===== src/hdl/assert_macros.svh =====
// Assertion macros shared by the record table RTL.
// Depends on clk and rst being visible at the point of use.
`ifndef ASSERT_MACROS_SVH
`define ASSERT_MACROS_SVH

// Check that cond implies prop in the same cycle.
`define AST_SAME(label, cond, prop, msg) \
  label: assert property (@(posedge clk) disable iff (rst) (cond) |-> (prop)) \
    else $error(msg);

// Check that cond implies prop in the next cycle.
`define AST_NEXT(label, cond, prop, msg) \
  label: assert property (@(posedge clk) disable iff (rst) (cond) |=> (prop)) \
    else $error(msg);

`endif


===== src/hdl/rss_pkg.sv =====
// Types and constants for the name record sort and search block.
// No dependencies; used by rss_mem, rss_cmp and the top level.
package rss_pkg;

  localparam int SUR_HI_W   = 64;
  localparam int SUR_LO_W   = 56;
  localparam int FIRST_HI_W = 64;
  localparam int FIRST_LO_W = 16;
  localparam int SALARY_W   = 32;
  localparam int REC_W      = SUR_HI_W + SUR_LO_W + FIRST_HI_W + FIRST_LO_W + SALARY_W;
  localparam int SUR_W      = SUR_HI_W + SUR_LO_W;
  localparam int FIRST_W    = FIRST_HI_W + FIRST_LO_W;
  localparam int KEY_W      = SUR_W + FIRST_W;

  // surname_hi sits in the lowest bits
  typedef struct packed {
    logic [SALARY_W-1:0]   salary;
    logic [FIRST_LO_W-1:0] first_lo;
    logic [FIRST_HI_W-1:0] first_hi;
    logic [SUR_LO_W-1:0]   surname_lo;
    logic [SUR_HI_W-1:0]   surname_hi;
  } rec_t;

  typedef enum logic [1:0] {
    REQ_LOAD       = 2'd0,
    REQ_SORT       = 2'd1,
    REQ_FIND_SUR   = 2'd2,
    REQ_FIND_FIRST = 2'd3
  } req_t;

  typedef enum logic [1:0] {
    STAT_OK   = 2'd0,
    STAT_NONE = 2'd1,
    STAT_FULL = 2'd2
  } status_t;

  typedef enum logic [1:0] {
    OUT_ZERO,
    OUT_REC,
    OUT_MEM
  } out_sel_t;

  typedef enum logic [3:0] {
    ST_IDLE,
    ST_LOAD,
    ST_MISS,
    ST_SORT_FETCH,
    ST_SORT_KEY,
    ST_SORT_CMP,
    ST_SORT_PLACE,
    ST_EMIT_RD,
    ST_EMIT,
    ST_FIND_RD,
    ST_FIND_CMP
  } state_t;

  typedef struct packed {
    logic gt;
    logic sur_eq;
    logic first_eq;
  } cmp_res_t;

  function automatic logic [SUR_W-1:0] rec_sur(rec_t r);
    return {r.surname_hi, r.surname_lo};
  endfunction

  function automatic logic [FIRST_W-1:0] rec_first(rec_t r);
    return {r.first_hi, r.first_lo};
  endfunction

endpackage


===== src/hdl/rss_mem.sv =====
// Record table storage: one write port, one registered read port.
// Depends on rss_pkg for the record type.
module rss_mem #(
  parameter int DEPTH = 16,
  parameter int AW    = $clog2(DEPTH)
) (
  input  logic            clk,
  input  logic            wr_en,
  input  logic [AW-1:0]   wr_addr,
  input  rss_pkg::rec_t   wr_data,
  input  logic            rd_en,
  input  logic [AW-1:0]   rd_addr,
  output rss_pkg::rec_t   rd_data
);

  rss_pkg::rec_t mem [DEPTH];

  always_ff @(posedge clk) begin
    if (wr_en) begin
      mem[wr_addr] <= wr_data;
    end
  end

  always_ff @(posedge clk) begin
    if (rd_en) begin
      rd_data <= mem[rd_addr];
    end
  end

endmodule


===== src/hdl/rss_cmp.sv =====
// Shared key comparator: ordering on surname then first name, and name equality.
// Depends on rss_pkg for the record and result types.
module rss_cmp (
  input  rss_pkg::rec_t    a,
  input  rss_pkg::rec_t    b,
  output rss_pkg::cmp_res_t res
);

  logic [rss_pkg::KEY_W-1:0] key_a;
  logic [rss_pkg::KEY_W-1:0] key_b;

  assign key_a = {rss_pkg::rec_sur(a), rss_pkg::rec_first(a)};
  assign key_b = {rss_pkg::rec_sur(b), rss_pkg::rec_first(b)};

  always_comb begin
    res.gt       = key_a > key_b;
    res.sur_eq   = rss_pkg::rec_sur(a) == rss_pkg::rec_sur(b);
    res.first_eq = rss_pkg::rec_first(a) == rss_pkg::rec_first(b);
  end

endmodule


===== src/hdl/name_record_sort_and_search.sv =====
// Name record table with stable in-place insertion sort and linear search.
// A find reads one record at a time through the single table read port and comparator.
// A sort runs insertion passes on that same port and comparator: per record it fetches
// the record as the key, then compares it with the earlier records, shifting each larger
// one up one position until the key is placed; it then emits each record in table order.
// Input is not accepted until the request is done and its last result has entered the
// output register. The table needs no clearing after reset.
`include "assert_macros.svh"

module name_record_sort_and_search #(
  parameter int NUM_ENTRIES = 16
) (
  input  logic                      clk,
  input  logic                      rst,
  input  logic                      s_axis_tvalid,
  output logic                      s_axis_tready,
  // surname_hi[63:0], surname_lo[119:64], first_hi[183:120], first_lo[199:184],
  // salary[231:200]
  input  logic [rss_pkg::REC_W-1:0] s_axis_tdata,
  // req_type[1:0]
  input  logic [1:0]                s_axis_tuser,
  output logic                      m_axis_tvalid,
  input  logic                      m_axis_tready,
  // out_surname_hi[63:0], out_surname_lo[119:64], out_first_hi[183:120],
  // out_first_lo[199:184], out_salary[231:200]
  output logic [rss_pkg::REC_W-1:0] m_axis_tdata,
  // status[1:0]
  output logic [1:0]                m_axis_tuser,
  // last_of_run
  output logic                      m_axis_tlast
);

  localparam int AW = $clog2(NUM_ENTRIES);
  localparam int CW = $clog2(NUM_ENTRIES + 1);

  rss_pkg::state_t   state;
  rss_pkg::state_t   state_next;
  rss_pkg::req_t     req;
  rss_pkg::rec_t     rec;
  rss_pkg::rec_t     rd_data;
  rss_pkg::rec_t     mem_wdata;
  rss_pkg::cmp_res_t cmp;
  rss_pkg::out_sel_t out_sel;
  rss_pkg::status_t  out_status;

  logic [CW-1:0] cnt;
  logic [CW-1:0] i;
  logic [CW-1:0] j;
  logic [CW-1:0] jm1;
  logic [CW-1:0] jm2;
  logic [AW-1:0] mem_waddr;
  logic [AW-1:0] mem_raddr;
  logic          mem_we;
  logic          mem_re;
  logic          out_load;
  logic          out_last;
  logic          slot_free;
  logic          accept;
  logic          hit;
  logic          i_last;

  assign jm1       = j - CW'(1);
  assign jm2       = j - CW'(2);
  assign slot_free = !m_axis_tvalid || m_axis_tready;
  assign s_axis_tready = (state == rss_pkg::ST_IDLE);
  assign accept    = s_axis_tvalid && s_axis_tready;
  assign hit       = (req == rss_pkg::REQ_FIND_SUR) ? cmp.sur_eq : cmp.first_eq;
  assign i_last    = (i + CW'(1)) == cnt;

  rss_mem #(
    .DEPTH (NUM_ENTRIES)
  ) u_mem (
    .clk     (clk),
    .wr_en   (mem_we),
    .wr_addr (mem_waddr),
    .wr_data (mem_wdata),
    .rd_en   (mem_re),
    .rd_addr (mem_raddr),
    .rd_data (rd_data)
  );

  rss_cmp u_cmp (
    .a   (rd_data),
    .b   (rec),
    .res (cmp)
  );

  always_comb begin
    state_next = state;
    case (state)
      rss_pkg::ST_IDLE: begin
        if (accept) begin
          case (rss_pkg::req_t'(s_axis_tuser))
            rss_pkg::REQ_LOAD: begin
              state_next = (cnt == CW'(NUM_ENTRIES)) ? rss_pkg::ST_MISS : rss_pkg::ST_LOAD;
            end
            rss_pkg::REQ_SORT: begin
              state_next = (cnt == '0) ? rss_pkg::ST_MISS : rss_pkg::ST_SORT_FETCH;
            end
            default: begin
              state_next = (cnt == '0) ? rss_pkg::ST_MISS : rss_pkg::ST_FIND_RD;
            end
          endcase
        end
      end
      rss_pkg::ST_LOAD, rss_pkg::ST_MISS: begin
        if (slot_free) state_next = rss_pkg::ST_IDLE;
      end
      rss_pkg::ST_SORT_FETCH: begin
        state_next = (i == cnt) ? rss_pkg::ST_EMIT_RD : rss_pkg::ST_SORT_KEY;
      end
      rss_pkg::ST_SORT_KEY: state_next = rss_pkg::ST_SORT_CMP;
      rss_pkg::ST_SORT_CMP: begin
        if (cmp.gt) begin
          state_next = (jm1 == '0) ? rss_pkg::ST_SORT_PLACE : rss_pkg::ST_SORT_CMP;
        end else begin
          state_next = rss_pkg::ST_SORT_FETCH;
        end
      end
      rss_pkg::ST_SORT_PLACE: state_next = rss_pkg::ST_SORT_FETCH;
      rss_pkg::ST_EMIT_RD:    state_next = rss_pkg::ST_EMIT;
      rss_pkg::ST_EMIT: begin
        if (slot_free) state_next = i_last ? rss_pkg::ST_IDLE : rss_pkg::ST_EMIT_RD;
      end
      rss_pkg::ST_FIND_RD: state_next = rss_pkg::ST_FIND_CMP;
      rss_pkg::ST_FIND_CMP: begin
        if (hit) begin
          if (slot_free) state_next = rss_pkg::ST_IDLE;
        end else begin
          state_next = i_last ? rss_pkg::ST_MISS : rss_pkg::ST_FIND_RD;
        end
      end
      default: state_next = rss_pkg::ST_IDLE;
    endcase
  end

  always_comb begin
    mem_we     = 1'b0;
    mem_waddr  = j[AW-1:0];
    mem_wdata  = rec;
    mem_re     = 1'b0;
    mem_raddr  = i[AW-1:0];
    out_load   = 1'b0;
    out_sel    = rss_pkg::OUT_ZERO;
    out_status = rss_pkg::STAT_OK;
    out_last   = 1'b1;
    case (state)
      rss_pkg::ST_LOAD: begin
        if (slot_free) begin
          mem_we    = 1'b1;
          mem_waddr = cnt[AW-1:0];
          out_load  = 1'b1;
          out_sel   = rss_pkg::OUT_REC;
        end
      end
      rss_pkg::ST_MISS: begin
        if (slot_free) begin
          out_load   = 1'b1;
          out_status = (req == rss_pkg::REQ_LOAD) ? rss_pkg::STAT_FULL : rss_pkg::STAT_NONE;
        end
      end
      rss_pkg::ST_SORT_FETCH: mem_re = (i != cnt);
      rss_pkg::ST_SORT_KEY: begin
        mem_re    = 1'b1;
        mem_raddr = jm1[AW-1:0];
      end
      rss_pkg::ST_SORT_CMP: begin
        mem_we = 1'b1;
        if (cmp.gt) begin
          mem_wdata = rd_data;
          mem_re    = (jm1 != '0);
          mem_raddr = jm2[AW-1:0];
        end
      end
      rss_pkg::ST_SORT_PLACE: mem_we = 1'b1;
      rss_pkg::ST_EMIT_RD:    mem_re = 1'b1;
      rss_pkg::ST_EMIT: begin
        if (slot_free) begin
          out_load = 1'b1;
          out_sel  = rss_pkg::OUT_MEM;
          out_last = i_last;
        end
      end
      rss_pkg::ST_FIND_RD: mem_re = 1'b1;
      rss_pkg::ST_FIND_CMP: begin
        if (hit && slot_free) begin
          out_load = 1'b1;
          out_sel  = rss_pkg::OUT_MEM;
        end
      end
      default: begin
      end
    endcase
  end

  always_ff @(posedge clk) begin
    if (rst) begin
      state <= rss_pkg::ST_IDLE;
      cnt   <= '0;
      i     <= '0;
      j     <= '0;
    end else begin
      state <= state_next;
      case (state)
        rss_pkg::ST_IDLE: begin
          if (accept) begin
            i <= (rss_pkg::req_t'(s_axis_tuser) == rss_pkg::REQ_SORT) ? CW'(1) : '0;
          end
        end
        rss_pkg::ST_LOAD: begin
          if (slot_free) cnt <= cnt + CW'(1);
        end
        rss_pkg::ST_SORT_FETCH: begin
          if (i == cnt) begin
            i <= '0;
          end else begin
            j <= i;
          end
        end
        rss_pkg::ST_SORT_CMP: begin
          if (cmp.gt) begin
            j <= jm1;
          end else begin
            i <= i + CW'(1);
          end
        end
        rss_pkg::ST_SORT_PLACE: i <= i + CW'(1);
        rss_pkg::ST_EMIT: begin
          if (slot_free) i <= i + CW'(1);
        end
        rss_pkg::ST_FIND_CMP: begin
          if (!hit) i <= i + CW'(1);
        end
        default: begin
        end
      endcase
    end
  end

  // hold request and record; the sort key reuses the record register
  always_ff @(posedge clk) begin
    if (accept) begin
      req <= rss_pkg::req_t'(s_axis_tuser);
      rec <= rss_pkg::rec_t'(s_axis_tdata);
    end else if (state == rss_pkg::ST_SORT_KEY) begin
      rec <= rd_data;
    end
  end

  always_ff @(posedge clk) begin
    if (rst) begin
      m_axis_tvalid <= 1'b0;
    end else if (out_load) begin
      m_axis_tvalid <= 1'b1;
    end else if (m_axis_tready) begin
      m_axis_tvalid <= 1'b0;
    end
  end

  always_ff @(posedge clk) begin
    if (out_load) begin
      m_axis_tuser <= out_status;
      m_axis_tlast <= out_last;
      case (out_sel)
        rss_pkg::OUT_REC: m_axis_tdata <= rec;
        rss_pkg::OUT_MEM: m_axis_tdata <= rd_data;
        default:          m_axis_tdata <= '0;
      endcase
    end
  end

  `AST_SAME(a_ready_idle, s_axis_tready, state == rss_pkg::ST_IDLE, "ready outside idle")
  `AST_SAME(a_no_overwrite, out_load, !m_axis_tvalid || m_axis_tready, "output overwritten")
  `AST_SAME(a_cnt_range, 1'b1, cnt <= CW'(NUM_ENTRIES), "record count out of range")
  `AST_NEXT(a_load_count, state == rss_pkg::ST_LOAD && out_load, cnt == $past(cnt) + CW'(1), "load count not advanced")

endmodule


===== config.mk =====
export PLATFORM = sky130hd
export DESIGN_NAME = name_record_sort_and_search
export DESIGN_NICKNAME = d
export VERILOG_FILES = /design/src/hdl/rss_pkg.sv /design/src/hdl/rss_mem.sv /design/src/hdl/rss_cmp.sv /design/src/hdl/name_record_sort_and_search.sv
export VERILOG_INCLUDE_DIRS = /design/src /design/src/hdl
export SDC_FILE = /design/constraint.sdc
export NUM_CORES = 2
export LEC_CHECK = 0
export BUFFER_PORTS_ARGS = -buffer_cell sky130_fd_sc_hd__buf_4
export CORE_MARGIN = 1.5
export CORE_UTILIZATION = 32
export CTS_CLUSTER_SIZE = 40
export DETAILED_ROUTE_END_ITERATION = 10
export GPL_TIMING_DRIVEN = 0
export PLACE_DENSITY = 0.46
export SLEW_MARGIN = 30
export SYNTH_ARGS = -nofsm -noshare
export SYNTH_HDL_FRONTEND = slang
export SYNTH_SLANG_ARGS = --single-unit

===== constraint.sdc =====
create_clock -name clk -period 24.4 [get_ports clk]
set_clock_uncertainty 0.05 [all_clocks]
set_input_delay 1.22 -clock clk [delete_from_list [all_inputs] [get_ports clk]]
set_output_delay 1.22 -clock clk [all_outputs]
set_load 0.01 [all_outputs]

==> results.cfg <==
[worst_setup_path]
critPathArrivalTime_ns = 9.78
critPathKind = flop to flop
path_cells = inv_1 > ha_1 > nand4_1 > nor4_1 > nand4_1 > a31oi_1 > nor4_2 > buf_6 > a21oi_2 > o21ai_2 > a21o_1 > a211oi_2 > buf_4 > buf_4 > buf_2 > buf_1 > a21oi_1 > a221oi_1
start_kind = flop
endpoint_kind = flop
crit_path_top_delay_cell = nor4_1
crit_fanout = 10
cp.required_ns = 25.09
max_stage_delay_ns = 0.89

[place]
gp_congestion = 0.792
placed_cells = 20723
numPortBuffers = 473
dpl_cell_area_um2 = 204000
hpwl_um = 445000

[logic_synthesis]
synthTopCellsByArea = edfxtp_1, nand2_1, mux2i_1
netlist_area_um2 = 181000
async_flop_share = 0
ys_warn_count = 0
synth_cell_types = 70
ys.flop_type = edfxtp_1
synth_edf_count = 4413
synth_top_area_cell = edfxtp_1
ys_seq_area_frac = 0.736
ys_top_cells_by_count = edfxtp_1, nand2_1, mux2i_1, clkbuf_1, mux2_2
yosysMostFrequentCell = edfxtp_1
yosysTopAreaCellShare = 0.733
syn_nets = 12834
synth.avg_cell_area_um2 = 14.6
postSynthCellCount = 12387
ys_ff_latch = 4433

[grt]
grt_pass1_wl_um = 850000
gr-total-overflow = 0
grt_max_degree = 25
antenna_found_initial = 70
grt_pass1_vias = 107708
gr-usage-all-layers = 0.209

[timing]
min_period_ns = 9.09
relSlewSlack = 0.298
rsz0062_at_grt = false
maxSlewViolCount = 0
setup_violations = 0
min_period_over_period = 0.373
worst_pin_slew_ns = 1.05
fmax_mhz = 110
finalHoldViolations = 0

[clock_tree]
cts_sinks = 4433
cts_hold_buf = 0
numCtsBuffers = 471
cts_buffer_depth = 4
cts_root_buffer = clkbuf_16
clk_latency_ns = 1.05
cts_setup_buffers = 0
path_clk_slew_ns = 0.06
cts.repair.resized = 0
htree_levels = 5
tritoncts = built

[routing]
vias = 110575
wl_per_cell_um = 28.3
wl_um = 612000
viasPerCell = 5.11
drtIter0Drc = 10441
first_pass_iters = 5
drc = 0
ant_nets = 0

[cells_and_area]
fill_cells = 52655
syn2layout_area_growth_pct = 20.7
nets = 14165
fin_util = 0.389
final_area_um2 = 218000
drive_above_1_share = 0.159
finalNonFillerCells = 21626

[floorplan]
std_cell_rows = 275
initial_core_util = 0.322
ios = 475
die_w_um = 754
fp.dieH_um = 754
die_area_um2 = 569000
coreArea_um2 = 562000

[pwr]
powerDensity_nw_per_um2 = 79.0
ir_drop_mv = 0.0668
p_leak_uw = 0.0741

[status]
status = finished, final reports clean

[hold_path]
hp-class = input port to flop

[run]
maxCapViolCount = 0
-- flip-flops by register name, indices dropped and copies added (netlist names) --
| name | flops |
|---|---|
| i | 5 |
| req | 2 |
| cnt | 5 |
| m_axis_tlast | 1 |
| u_mem.mem | 3712 |
| m_axis_tuser | 2 |
| rec | 232 |
| j | 5 |
| state | 4 |
| m_axis_tvalid | 1 |
| u_mem.rd_data | 232 |
| m_axis_tdata | 232 |
-- path summary, 6_finish.rpt --
kind                           start                           end  slack (ns)  cells past startpoint
setup / recovery  rec[133]$_DFFE_PP_  u_mem.rd_data[122]$_DFFE_PP_       15.31                     18
hold / removal       s_axis_tuser[0]              req[0]$_DFFE_PP_        0.35                      1
hold reg to reg    j[4]$_SDFFE_PP0P_             j[4]$_SDFFE_PP0P_        0.50                      2
setup reg to reg  rec[133]$_DFFE_PP_  u_mem.rd_data[122]$_DFFE_PP_       15.31                     18
-- per-layer routing --
metal | global-route usage | vias to the layer above | wire length (um)
li1 | - | 49815 | -
met1 | 0.292 | 56749 | 271000
met2 | 0.343 | 3356 | 290000
met3 | 0.0308 | 631 | 35700
met4 | 0.0512 | 24 | 15000
met5 | 0 | - | 127
-- cell usage in the layout (no fill, tap or decap), types with 20 or more instances in the layout --
master        n
dfxtp_1      20
nand2_1    2738
a21oi_1     131
a221oi_1     34
a221o_1     212
clkbuf_4     22
buf_16      306
buf_2       133
a32o_1      210
a31oi_1     431
buf_12       50
clkbuf_2     62
nand4_1      49
buf_4       488
clkbuf_16   478
mux2i_1     718
inv_1       216
mux2_2      507
a32oi_1      47
clkinv_1    118
clkbuf_1    647
nor2_1      281
nand3_1     451
buf_1        51
clkinv_2     77
ha_1        209
diode_2      40
a22oi_1     239
o21ai_0      95
and3_1      424
edfxtp_1   4413
-- per-stage QoR --
step / hold WS, ns / power [uW] / setup TNS [ns] / setup WS [ns]
2_1_floorplan: 0.429 / 9810 / 0 / 4.06
3_3_place_gp: 0.472 / 10600 / -6050.11 / -21.30
3_5_place_dp: 0.480 / 10600 / 0 / 15.25
4_1_cts: 0.254 / 17400 / 0 / 15.19
5_1_grt: 0.310 / 17800 / 0 / 15.25
6_report: 0.350 / 17200 / 0 / 15.31
-- worst max-delay path: cells and delay by family, from the launching register on --
family                   cells  cell delay, ns
flip-flops                   1            0.67
AO/OA/AOI/OAI                7            3.21
adder cells (fa/ha/maj)      1            0.31
AND/OR/NAND/NOR              4            2.05
buffers and inverters        6            2.39
-- power by group --
group          internal [uW]  total [uW]  switching, uW
Sequential              8760        8860            101
Clock                   3760        6810           3050
Combinational            541        1570           1030
-- kinds of logic after synthesis --
group / Yosys count / share of synthesized area
flops: 4433 / 0.736
simple gates: 4046 / 0.0951
compound gates: 1454 / 0.0607
mux: 1225 / 0.0714
buf+inv: 1004 / 0.0220
fa+ha+maj: 209 / 0.0145
xor+xnor: 16 / 0.000776
-- final cells by class --
type,instances,area (um^2),share of cell area
sequential,4433,133000,0.609
multi-input combinational,6950,44100,0.202
timing repair buffer,858,13300,0.0611
clock buffer,619,12500,0.0574
tap,7479,9360,0.0429
buffer,786,3310,0.0152
clock inverter,243,1730,0.00795
inverter,218,818,0.00375
antenna,40,100,0.000459
Note: power is estimated with default switching activity, not from simulation.
